--- config.mk ---
export PLATFORM = sky130hd
export DESIGN_NAME = tga_rle_pixel_decoder
export DESIGN_NICKNAME = d
export VERILOG_FILES = /design/src/rtl/tgad_pkg.sv /design/src/rtl/tga_rle_pixel_decoder.sv /design/src/rtl/tgad_front.sv /design/src/rtl/tgad_queue.sv /design/src/rtl/tgad_back.sv
export SDC_FILE = /design/constraint.sdc
export NUM_CORES = 1
export LEC_CHECK = 0
export BUFFER_PORTS_ARGS = -buffer_cell sky130_fd_sc_hd__buf_2
export CORE_UTILIZATION = 45
export DETAILED_ROUTE_END_ITERATION = 10
export PLACE_DENSITY = 0.65
export SYNTH_ARGS = -nofsm -noshare
export SYNTH_HDL_FRONTEND = slang
export SYNTH_SLANG_ARGS = --single-unit
--- constraint.sdc ---
create_clock -name clk -period 10.06 [get_ports clk]
set_input_delay 0.503 -clock clk [delete_from_list [all_inputs] [get_ports clk]]
set_output_delay 0.503 -clock clk [all_outputs]
set_load 0.02 [all_outputs]
--- src/rtl/tgad_pkg.sv ---
// ----------------------------------------------------------------------------
// TGA RLE decoder package
// Register indexes, reset values, stream constants and the result type.
// ----------------------------------------------------------------------------
`timescale 1ns / 1ps

package tgad_pkg;

    localparam int CFG_INDEX_W = 2;
    localparam int CFG_DATA_W  = 32;

    localparam logic [CFG_INDEX_W-1:0] CFG_PIXEL_BYTES  = 2'd0;
    localparam logic [CFG_INDEX_W-1:0] CFG_COMPRESSED   = 2'd1;
    localparam logic [CFG_INDEX_W-1:0] CFG_TOTAL_PIXELS = 2'd2;

    localparam logic [2:0]  PIXEL_BYTES_RESET  = 3'd4;
    localparam logic        COMPRESSED_RESET   = 1'b1;
    localparam logic [31:0] TOTAL_PIXELS_RESET = 32'd1;

    localparam logic [7:0] RUN_FLAG = 8'h80;
    localparam logic [7:0] RUN_MASK = 8'h7F;

    localparam int TGAD_QUEUE_DEPTH = 2;

    typedef struct packed {
        logic [31:0] value;
        logic [7:0]  rpt;
        logic        last;
    } tgad_result_t;

endpackage

--- src/rtl/tga_rle_pixel_decoder.sv ---
// A pixel's final byte, once accepted, passes through the queue into the output register.
// Throughput: one stream byte per cycle; header bytes and non-final pixel bytes give no result.
// The rate, set by the front end's run and pixel counter update, holds while in_stall is low.
// Reset: asynchronous, active low; registers return to pixel_bytes 4, compressed 1,
// total_pixels 1, awaiting a packet header, queue and output empty.
// ----------------------------------------------------------------------------
// TGA RLE pixel decoder
// Front end classifies bytes and builds pixels, queue and output stage deliver results.
// ----------------------------------------------------------------------------
`timescale 1ns / 1ps

module tga_rle_pixel_decoder
    import tgad_pkg::*;
#(
    parameter int QUEUE_DEPTH = TGAD_QUEUE_DEPTH
)
(
    input  logic                   clk,
    input  logic                   rst_n,
    input  logic                   in_valid,
    output logic                   in_stall,
    input  logic [7:0]             data_byte,
    output logic                   out_valid,
    input  logic                   out_stall,
    output logic [31:0]            pixel_value,
    output logic [7:0]             repeat_count,
    output logic                   last,
    input  logic                   cfg_we,
    input  logic [CFG_INDEX_W-1:0] cfg_index,
    input  logic [CFG_DATA_W-1:0]  cfg_data
);

    logic         q_full;
    logic         push;
    tgad_result_t push_data;
    logic         q_valid;
    logic         pop;
    tgad_result_t pop_data;

    tgad_front u_front (
        .clk       (clk),
        .rst_n     (rst_n),
        .in_valid  (in_valid),
        .in_stall  (in_stall),
        .data_byte (data_byte),
        .cfg_we    (cfg_we),
        .cfg_index (cfg_index),
        .cfg_data  (cfg_data),
        .q_full    (q_full),
        .push      (push),
        .push_data (push_data)
    );

    tgad_queue #(
        .DEPTH (QUEUE_DEPTH)
    ) u_queue (
        .clk       (clk),
        .rst_n     (rst_n),
        .push      (push),
        .push_data (push_data),
        .full      (q_full),
        .q_valid   (q_valid),
        .pop       (pop),
        .pop_data  (pop_data)
    );

    tgad_back u_back (
        .clk          (clk),
        .rst_n        (rst_n),
        .q_valid      (q_valid),
        .pop_data     (pop_data),
        .pop          (pop),
        .out_valid    (out_valid),
        .out_stall    (out_stall),
        .pixel_value  (pixel_value),
        .repeat_count (repeat_count),
        .last         (last)
    );

endmodule

--- src/rtl/tgad_front.sv ---
// ----------------------------------------------------------------------------
// TGA RLE decoder front end
// Takes stream bytes, tracks packet headers and runs, assembles pixels,
// clips repeat counts to the image and pushes results into the queue.
// ----------------------------------------------------------------------------
`timescale 1ns / 1ps

module tgad_front
    import tgad_pkg::*;
(
    input  logic                   clk,
    input  logic                   rst_n,
    input  logic                   in_valid,
    output logic                   in_stall,
    input  logic [7:0]             data_byte,
    input  logic                   cfg_we,
    input  logic [CFG_INDEX_W-1:0] cfg_index,
    input  logic [CFG_DATA_W-1:0]  cfg_data,
    input  logic                   q_full,
    output logic                   push,
    output tgad_result_t           push_data
);

    logic [2:0]  pb_reg, pb_next;
    logic        comp_reg, comp_next;
    logic [31:0] total_reg, total_next;
    logic        expect_reg, expect_next;
    logic        repl_reg, repl_next;
    logic [7:0]  run_reg, run_next;
    logic [1:0]  idx_reg, idx_next;
    logic [31:0] asm_reg, asm_next;
    logic [31:0] pr_reg, pr_next;

    logic        accept;
    logic [2:0]  pb_eff;
    logic        e_exp;
    logic [7:0]  e_run;
    logic [1:0]  e_idx;
    logic [31:0] e_asm;
    logic [31:0] e_pr;
    logic [31:0] asm_new;
    logic [7:0]  rpt;
    logic [7:0]  rpt_clip;
    logic [7:0]  run_n;
    logic        exp_n;
    logic [31:0] pr_n;
    logic        cfg_hit;

    assign in_stall = q_full;
    assign accept   = in_valid && !q_full;

    always_comb
    begin
        if (pb_reg == 3'd0)
        begin
            pb_eff = 3'd1;
        end
        else if (pb_reg > 3'd4)
        begin
            pb_eff = 3'd4;
        end
        else
        begin
            pb_eff = pb_reg;
        end
    end

    always_comb
    begin
        pb_next     = pb_reg;
        comp_next   = comp_reg;
        total_next  = total_reg;
        expect_next = expect_reg;
        repl_next   = repl_reg;
        run_next    = run_reg;
        idx_next    = idx_reg;
        asm_next    = asm_reg;
        pr_next     = pr_reg;
        push        = 1'b0;
        cfg_hit     = 1'b0;
        e_exp       = expect_reg;
        e_run       = run_reg;
        e_idx       = idx_reg;
        e_asm       = asm_reg;
        e_pr        = pr_reg;
        asm_new     = '0;
        rpt         = 8'd1;
        rpt_clip    = 8'd1;
        run_n       = run_reg;
        exp_n       = expect_reg;
        pr_n        = pr_reg;

        if (cfg_we)
        begin
            unique case (cfg_index)
                CFG_PIXEL_BYTES:
                begin
                    pb_next = cfg_data[2:0];
                    cfg_hit = 1'b1;
                end
                CFG_COMPRESSED:
                begin
                    comp_next = cfg_data[0];
                    cfg_hit   = 1'b1;
                end
                CFG_TOTAL_PIXELS:
                begin
                    total_next = cfg_data[31:0];
                    cfg_hit    = 1'b1;
                end
                default:
                begin
                    cfg_hit = 1'b0;
                end
            endcase
            if (cfg_hit)
            begin
                expect_next = 1'b1;
                repl_next   = 1'b0;
                run_next    = '0;
                idx_next    = '0;
                asm_next    = '0;
                pr_next     = '0;
            end
        end
        else if (accept)
        begin
            // start a new image
            if (pr_reg == 32'd0)
            begin
                e_exp = 1'b1;
                e_run = '0;
                e_idx = '0;
                e_asm = '0;
                e_pr  = (total_reg == 32'd0) ? 32'd1 : total_reg;
            end

            if (comp_reg && e_exp)
            begin
                repl_next   = (data_byte & RUN_FLAG) != 8'd0;
                run_next    = (data_byte & RUN_MASK) + 8'd1;
                expect_next = 1'b0;
                idx_next    = '0;
                asm_next    = '0;
                pr_next     = e_pr;
            end
            else
            begin
                asm_new = e_asm | ({24'd0, data_byte} << {e_idx, 3'b000});
                if (({1'b0, e_idx} + 3'd1) < pb_eff)
                begin
                    idx_next    = e_idx + 2'd1;
                    asm_next    = asm_new;
                    expect_next = e_exp;
                    run_next    = e_run;
                    pr_next     = e_pr;
                end
                else
                begin
                    if (comp_reg)
                    begin
                        if (repl_reg)
                        begin
                            rpt   = e_run;
                            run_n = '0;
                        end
                        else
                        begin
                            rpt   = 8'd1;
                            run_n = (e_run != 8'd0) ? e_run - 8'd1 : 8'd0;
                        end
                        if (rpt == 8'd0)
                        begin
                            rpt = 8'd1;
                        end
                        exp_n = (run_n == 8'd0) ? 1'b1 : e_exp;
                    end
                    else
                    begin
                        rpt   = 8'd1;
                        run_n = e_run;
                        exp_n = e_exp;
                    end

                    rpt_clip = ({24'd0, rpt} > e_pr) ? e_pr[7:0] : rpt;
                    pr_n     = e_pr - {24'd0, rpt_clip};
                    push     = 1'b1;

                    if (pr_n == 32'd0)
                    begin
                        expect_next = 1'b1;
                        repl_next   = 1'b0;
                        run_next    = '0;
                    end
                    else
                    begin
                        expect_next = exp_n;
                        run_next    = run_n;
                    end
                    idx_next = '0;
                    asm_next = '0;
                    pr_next  = pr_n;
                end
            end
        end
    end

    always_comb
    begin
        push_data.value = asm_new;
        push_data.rpt   = rpt_clip;
        push_data.last  = (pr_n == 32'd0);
    end

    always_ff @(posedge clk or negedge rst_n)
    begin
        if (!rst_n)
        begin
            pb_reg     <= PIXEL_BYTES_RESET;
            comp_reg   <= COMPRESSED_RESET;
            total_reg  <= TOTAL_PIXELS_RESET;
            expect_reg <= 1'b1;
            repl_reg   <= 1'b0;
            run_reg    <= '0;
            idx_reg    <= '0;
            asm_reg    <= '0;
            pr_reg     <= '0;
        end
        else
        begin
            pb_reg     <= pb_next;
            comp_reg   <= comp_next;
            total_reg  <= total_next;
            expect_reg <= expect_next;
            repl_reg   <= repl_next;
            run_reg    <= run_next;
            idx_reg    <= idx_next;
            asm_reg    <= asm_next;
            pr_reg     <= pr_next;
        end
    end

endmodule

--- src/rtl/tgad_queue.sv ---
// ----------------------------------------------------------------------------
// TGA RLE decoder result queue
// Short FIFO that parts the front end from the output stage.
// ----------------------------------------------------------------------------
`timescale 1ns / 1ps

module tgad_queue
    import tgad_pkg::*;
#(
    parameter int DEPTH = TGAD_QUEUE_DEPTH
)
(
    input  logic         clk,
    input  logic         rst_n,
    input  logic         push,
    input  tgad_result_t push_data,
    output logic         full,
    output logic         q_valid,
    input  logic         pop,
    output tgad_result_t pop_data
);

    localparam int PTR_W = (DEPTH > 1) ? $clog2(DEPTH) : 1;
    localparam int CNT_W = $clog2(DEPTH + 1);
    localparam logic [PTR_W-1:0] LAST_PTR = PTR_W'(DEPTH - 1);

    tgad_result_t     mem [DEPTH];
    logic [PTR_W-1:0] wr_ptr_reg, wr_ptr_next;
    logic [PTR_W-1:0] rd_ptr_reg, rd_ptr_next;
    logic [CNT_W-1:0] count_reg, count_next;
    logic             do_push;
    logic             do_pop;

    assign full     = (count_reg == CNT_W'(DEPTH));
    assign q_valid  = (count_reg != '0);
    assign do_push  = push && !full;
    assign do_pop   = pop && q_valid;
    assign pop_data = mem[rd_ptr_reg];

    always_comb
    begin
        wr_ptr_next = wr_ptr_reg;
        rd_ptr_next = rd_ptr_reg;
        count_next  = count_reg;
        if (do_push)
        begin
            wr_ptr_next = (wr_ptr_reg == LAST_PTR) ? '0 : wr_ptr_reg + 1'b1;
        end
        if (do_pop)
        begin
            rd_ptr_next = (rd_ptr_reg == LAST_PTR) ? '0 : rd_ptr_reg + 1'b1;
        end
        if (do_push && !do_pop)
        begin
            count_next = count_reg + 1'b1;
        end
        else if (do_pop && !do_push)
        begin
            count_next = count_reg - 1'b1;
        end
    end

    always_ff @(posedge clk)
    begin
        if (do_push)
        begin
            mem[wr_ptr_reg] <= push_data;
        end
    end

    always_ff @(posedge clk or negedge rst_n)
    begin
        if (!rst_n)
        begin
            wr_ptr_reg <= '0;
            rd_ptr_reg <= '0;
            count_reg  <= '0;
        end
        else
        begin
            wr_ptr_reg <= wr_ptr_next;
            rd_ptr_reg <= rd_ptr_next;
            count_reg  <= count_next;
        end
    end

endmodule

--- src/rtl/tgad_back.sv ---
// ----------------------------------------------------------------------------
// TGA RLE decoder output stage
// Drains the queue into the output register and holds it while stalled.
// ----------------------------------------------------------------------------
`timescale 1ns / 1ps

module tgad_back
    import tgad_pkg::*;
(
    input  logic         clk,
    input  logic         rst_n,
    input  logic         q_valid,
    input  tgad_result_t pop_data,
    output logic         pop,
    output logic         out_valid,
    input  logic         out_stall,
    output logic [31:0]  pixel_value,
    output logic [7:0]   repeat_count,
    output logic         last
);

    logic         out_valid_reg, out_valid_next;
    tgad_result_t data_reg;

    assign pop            = q_valid && (!out_valid_reg || !out_stall);
    assign out_valid_next = pop ? 1'b1 : (out_valid_reg && out_stall);

    assign out_valid    = out_valid_reg;
    assign pixel_value  = data_reg.value;
    assign repeat_count = data_reg.rpt;
    assign last         = data_reg.last;

    always_ff @(posedge clk)
    begin
        if (pop)
        begin
            data_reg <= pop_data;
        end
    end

    always_ff @(posedge clk or negedge rst_n)
    begin
        if (!rst_n)
        begin
            out_valid_reg <= 1'b0;
        end
        else
        begin
            out_valid_reg <= out_valid_next;
        end
    end

endmodule

==> flow_summary.json <==
{
  "status": "complete, but fails checks",
  "violations": "negative hold slack",
  "required_ps": 10450,
  "hpwl_um": 22420,
  "grt_start_max_net_pins": 69,
  "synthAdderAreaFrac_pct": 2.567,
  "synthesis.area_mm2": 0.01248,
  "largest_register": "u_queue.mem",
  "synth-seq-cells": 240,
  "drtPass1Iterations": 5,
  "max_slew_margin_pct": 32.61,
  "max-clock-path-buffers": 3,
  "start_util_pct": 46.03,
  "rsz0062_at_grt": "false",
  "post_cts_resized": 0,
  "ys.flop_type": "edfxtp_1",
  "synthesis.nets": 1247,
  "cts_max_level": 1,
  "cts.clk_slew.worst_paths_ps": 60,
  "drc": 0,
  "max_freq_ghz": 0.1145,
  "cp_max_fo": 11,
  "die_area_mm2": 0.02839,
  "slowest_delay_ps": 690,
  "timing.final.crit_share_pct": 86.80,
  "syn_to_final_growth_pct": 13.91,
  "synth.mux.area_fraction_pct": 7.411,
  "hold-worst-slack_ps": -9.490,
  "final_common_cell": "nor2_1",
  "critPathKind": "reg -> reg",
  "tritoncts": "done",
  "grt_usage_pct": 23.36,
  "worstSetupStartpointType": "flop",
  "drt_iter0_drc": 822,
  "synth_warnings": 0,
  "synth_edf_count": 123,
  "overflow": 0,
  "port_buffers": 89,
  "vias_per_cell": 5.929,
  "finClkSkew_ps": 24.49,
  "cts_hold_buf": 0,
  "worst_slew_pin_slew_ps": 1011,
  "grt_pass1_vias": 9404,
  "synth_top_family_by_area": "compound AO/OA/AOI/OAI gates",
  "antenna_found_initial": 0,
  "synth_cell_types": 78,
  "fp-row-count": 60,
  "synth_compound_area_share_pct": 16.67,
  "slew_viol_final": 0,
  "drv_cap": 0,
  "fp.dieW_um": 168.5,
  "synth-xor-area-share_pct": 1.685,
  "period_needed_ps": 8732,
  "numCtsBuffers": 26,
  "cts_sinks": 240,
  "gp_congestion": 0.9369,
  "synthArstFlopShare_pct": 48.75,
  "routed_wl_um": 32990,
  "fin_nets": 1311,
  "postCtsSetupBuffers": 0,
  "seq_area_frac_synth_pct": 53.11,
  "avgSynthCellArea_um2": 10.62,
  "setup_tns_ps": 0,
  "core_area_mm2": 0.02710,
  "hold_path_class": "in -> async",
  "antenna-diode-count": 0,
  "drive_gt1_share_pct": 19.70,
  "syn_inst": 1175,
  "slowest_stage": "nor4_1",
  "synth-simple-area-share_pct": 15.71,
  "die_h_um": 168.5,
  "vias": 9670,
  "wl_per_cell_um": 20.23,
  "timing_hold_violations_final": 7,
  "cts_root_buffer": "clkbuf_16",
  "cp.arrival_ps": 9130,
  "grt_pass1_wl_um": 52310,
  "insertion_delay_ps": 550,
  "setup_viol": 0,
  "path_cells": "nor4_1, nand4_1, nor3_4, nor2_1, and2_1, ha_1, nand4_1, o21ai_0, or4_1, a21oi_1, buf_4, mux2i_1, ha_1, inv_1, fa_1, a211oi_1, o21ai_0, and2_1, or4_1, a221o_1, or4_4, a2111oi_4, a31o_1",
  "final_cell_mix": "nor2_1 (137), edfxtp_1 (123), dfrtp_1 (113)",
  "ioPinCount": 90,
  "postRouteAntennaNets": 0,
  "largest_reg_flops": 82,
  "endpoint_kind": "flop"
}
## logic make-up after synthesis
kind of cell	Yosys count
AND/OR/NAND/NOR	398
AO/OA/AOI/OAI	314
flip-flops	240
buffers and inverters	91
multiplexers	83
adder cells (fa/ha/maj)	25
XOR/XNOR	24
## metal layers
metal,global-route usage (%),part of all wire [%],vias to the layer above,wire length [um]
li1,-,-,4535,-
met4,7.905,2.9,0,967
met5,0,0,-,0
met3,3.718,5.9,67,1955
met2,37.83,46,354,15330
met1,32.06,45,4714,14740
## path summary, 6_finish.rpt
kind / start / endpoint / slack (ps) / cells after the start
worst max-delay path: u_front.pr_reg[28] / u_queue.mem[0][0] / 1330 / 23
worst min-delay path: rst_n / u_front.total_reg[11] / -9 / 1
worst max register to register: u_front.pr_reg[28] / u_queue.mem[0][0] / 1330 / 23
worst min register to register: u_back.out_valid / u_back.out_valid / 480 / 2
max in group asynchronous: rst_n / u_front.total_reg[1] / 8650 / 2
min in group clk: out_stall / u_back.out_valid / 190 / 3
## Yosys cell counts (all sizes together) (4+ instances only)
cell type | instances | share of area, %
nand4 | 7 | 0.35
mux2 | 75 | 6.8
clkbuf | 59 | 1.8
nor2 | 138 | 4.2
nand3 | 19 | 0.76
buf | 10 | 0.41
o21ai | 75 | 3.0
o21a | 5 | 0.30
xor2 | 8 | 0.56
mux2i | 8 | 0.64
edfxtp | 123 | 30
nor2b | 6 | 0.30
or4 | 15 | 0.96
or3 | 14 | 0.70
a2111oi | 8 | 0.76
o31ai | 4 | 0.24
inv | 22 | 0.66
nor3 | 33 | 1.5
a31oi | 12 | 0.60
nor4 | 18 | 0.90
a41oi | 4 | 0.28
a21boi | 5 | 0.30
a22o | 26 | 1.8
and4 | 4 | 0.28
dfrtp | 113 | 23
dfstp | 4 | 0.84
ha | 24 | 2.4
o22ai | 5 | 0.25
nand2b | 9 | 0.51
xnor2 | 16 | 1.1
nand2 | 83 | 2.5
a21o | 6 | 0.36
a211oi | 12 | 0.72
and3 | 20 | 1.0
a32o | 7 | 0.56
a22oi | 30 | 1.8
and2 | 17 | 0.85
a21oi | 81 | 3.3
o211ai | 5 | 0.30
## cell type report
cell class / count / area [um2]
Fill cell: 2416 / 12890
Sequential cell: 240 / 6626
Multi-Input combinational cell: 844 / 5524
Clock buffer: 36 / 780.7
Timing Repair Buffer: 105 / 568.0
Tap cell: 372 / 465.4
Clock inverter: 12 / 163.9
Inverter: 22 / 82.58
## critical path, delay by kind of cell (launching register included)
kind / cells / cell delay [ps]
compound gates: 7 / 2370
fa+ha+maj: 3 / 940
buf+inv: 2 / 300
flops: 1 / 440
mux: 1 / 330
simple gates: 10 / 4190
## per-stage QoR
step / instance area, um2 / cells / setup slack, ps / util (%)
after floorplan: 12480 / 1175 / 2663 / -
after global placement: 13270 / 1583 / 1703 / 48.95
after detailed placement: 13270 / 1583 / 1653 / 48.95
after CTS: 14210 / 1631 / 1629 / 52.44
after global routing: 14210 / 1631 / 1025 / 52.44
final: 14210 / 1631 / 1328 / 52.44
Power is not shown: default switching activity piles up to over one toggle a cycle in this logic, so the estimate is an artifact.
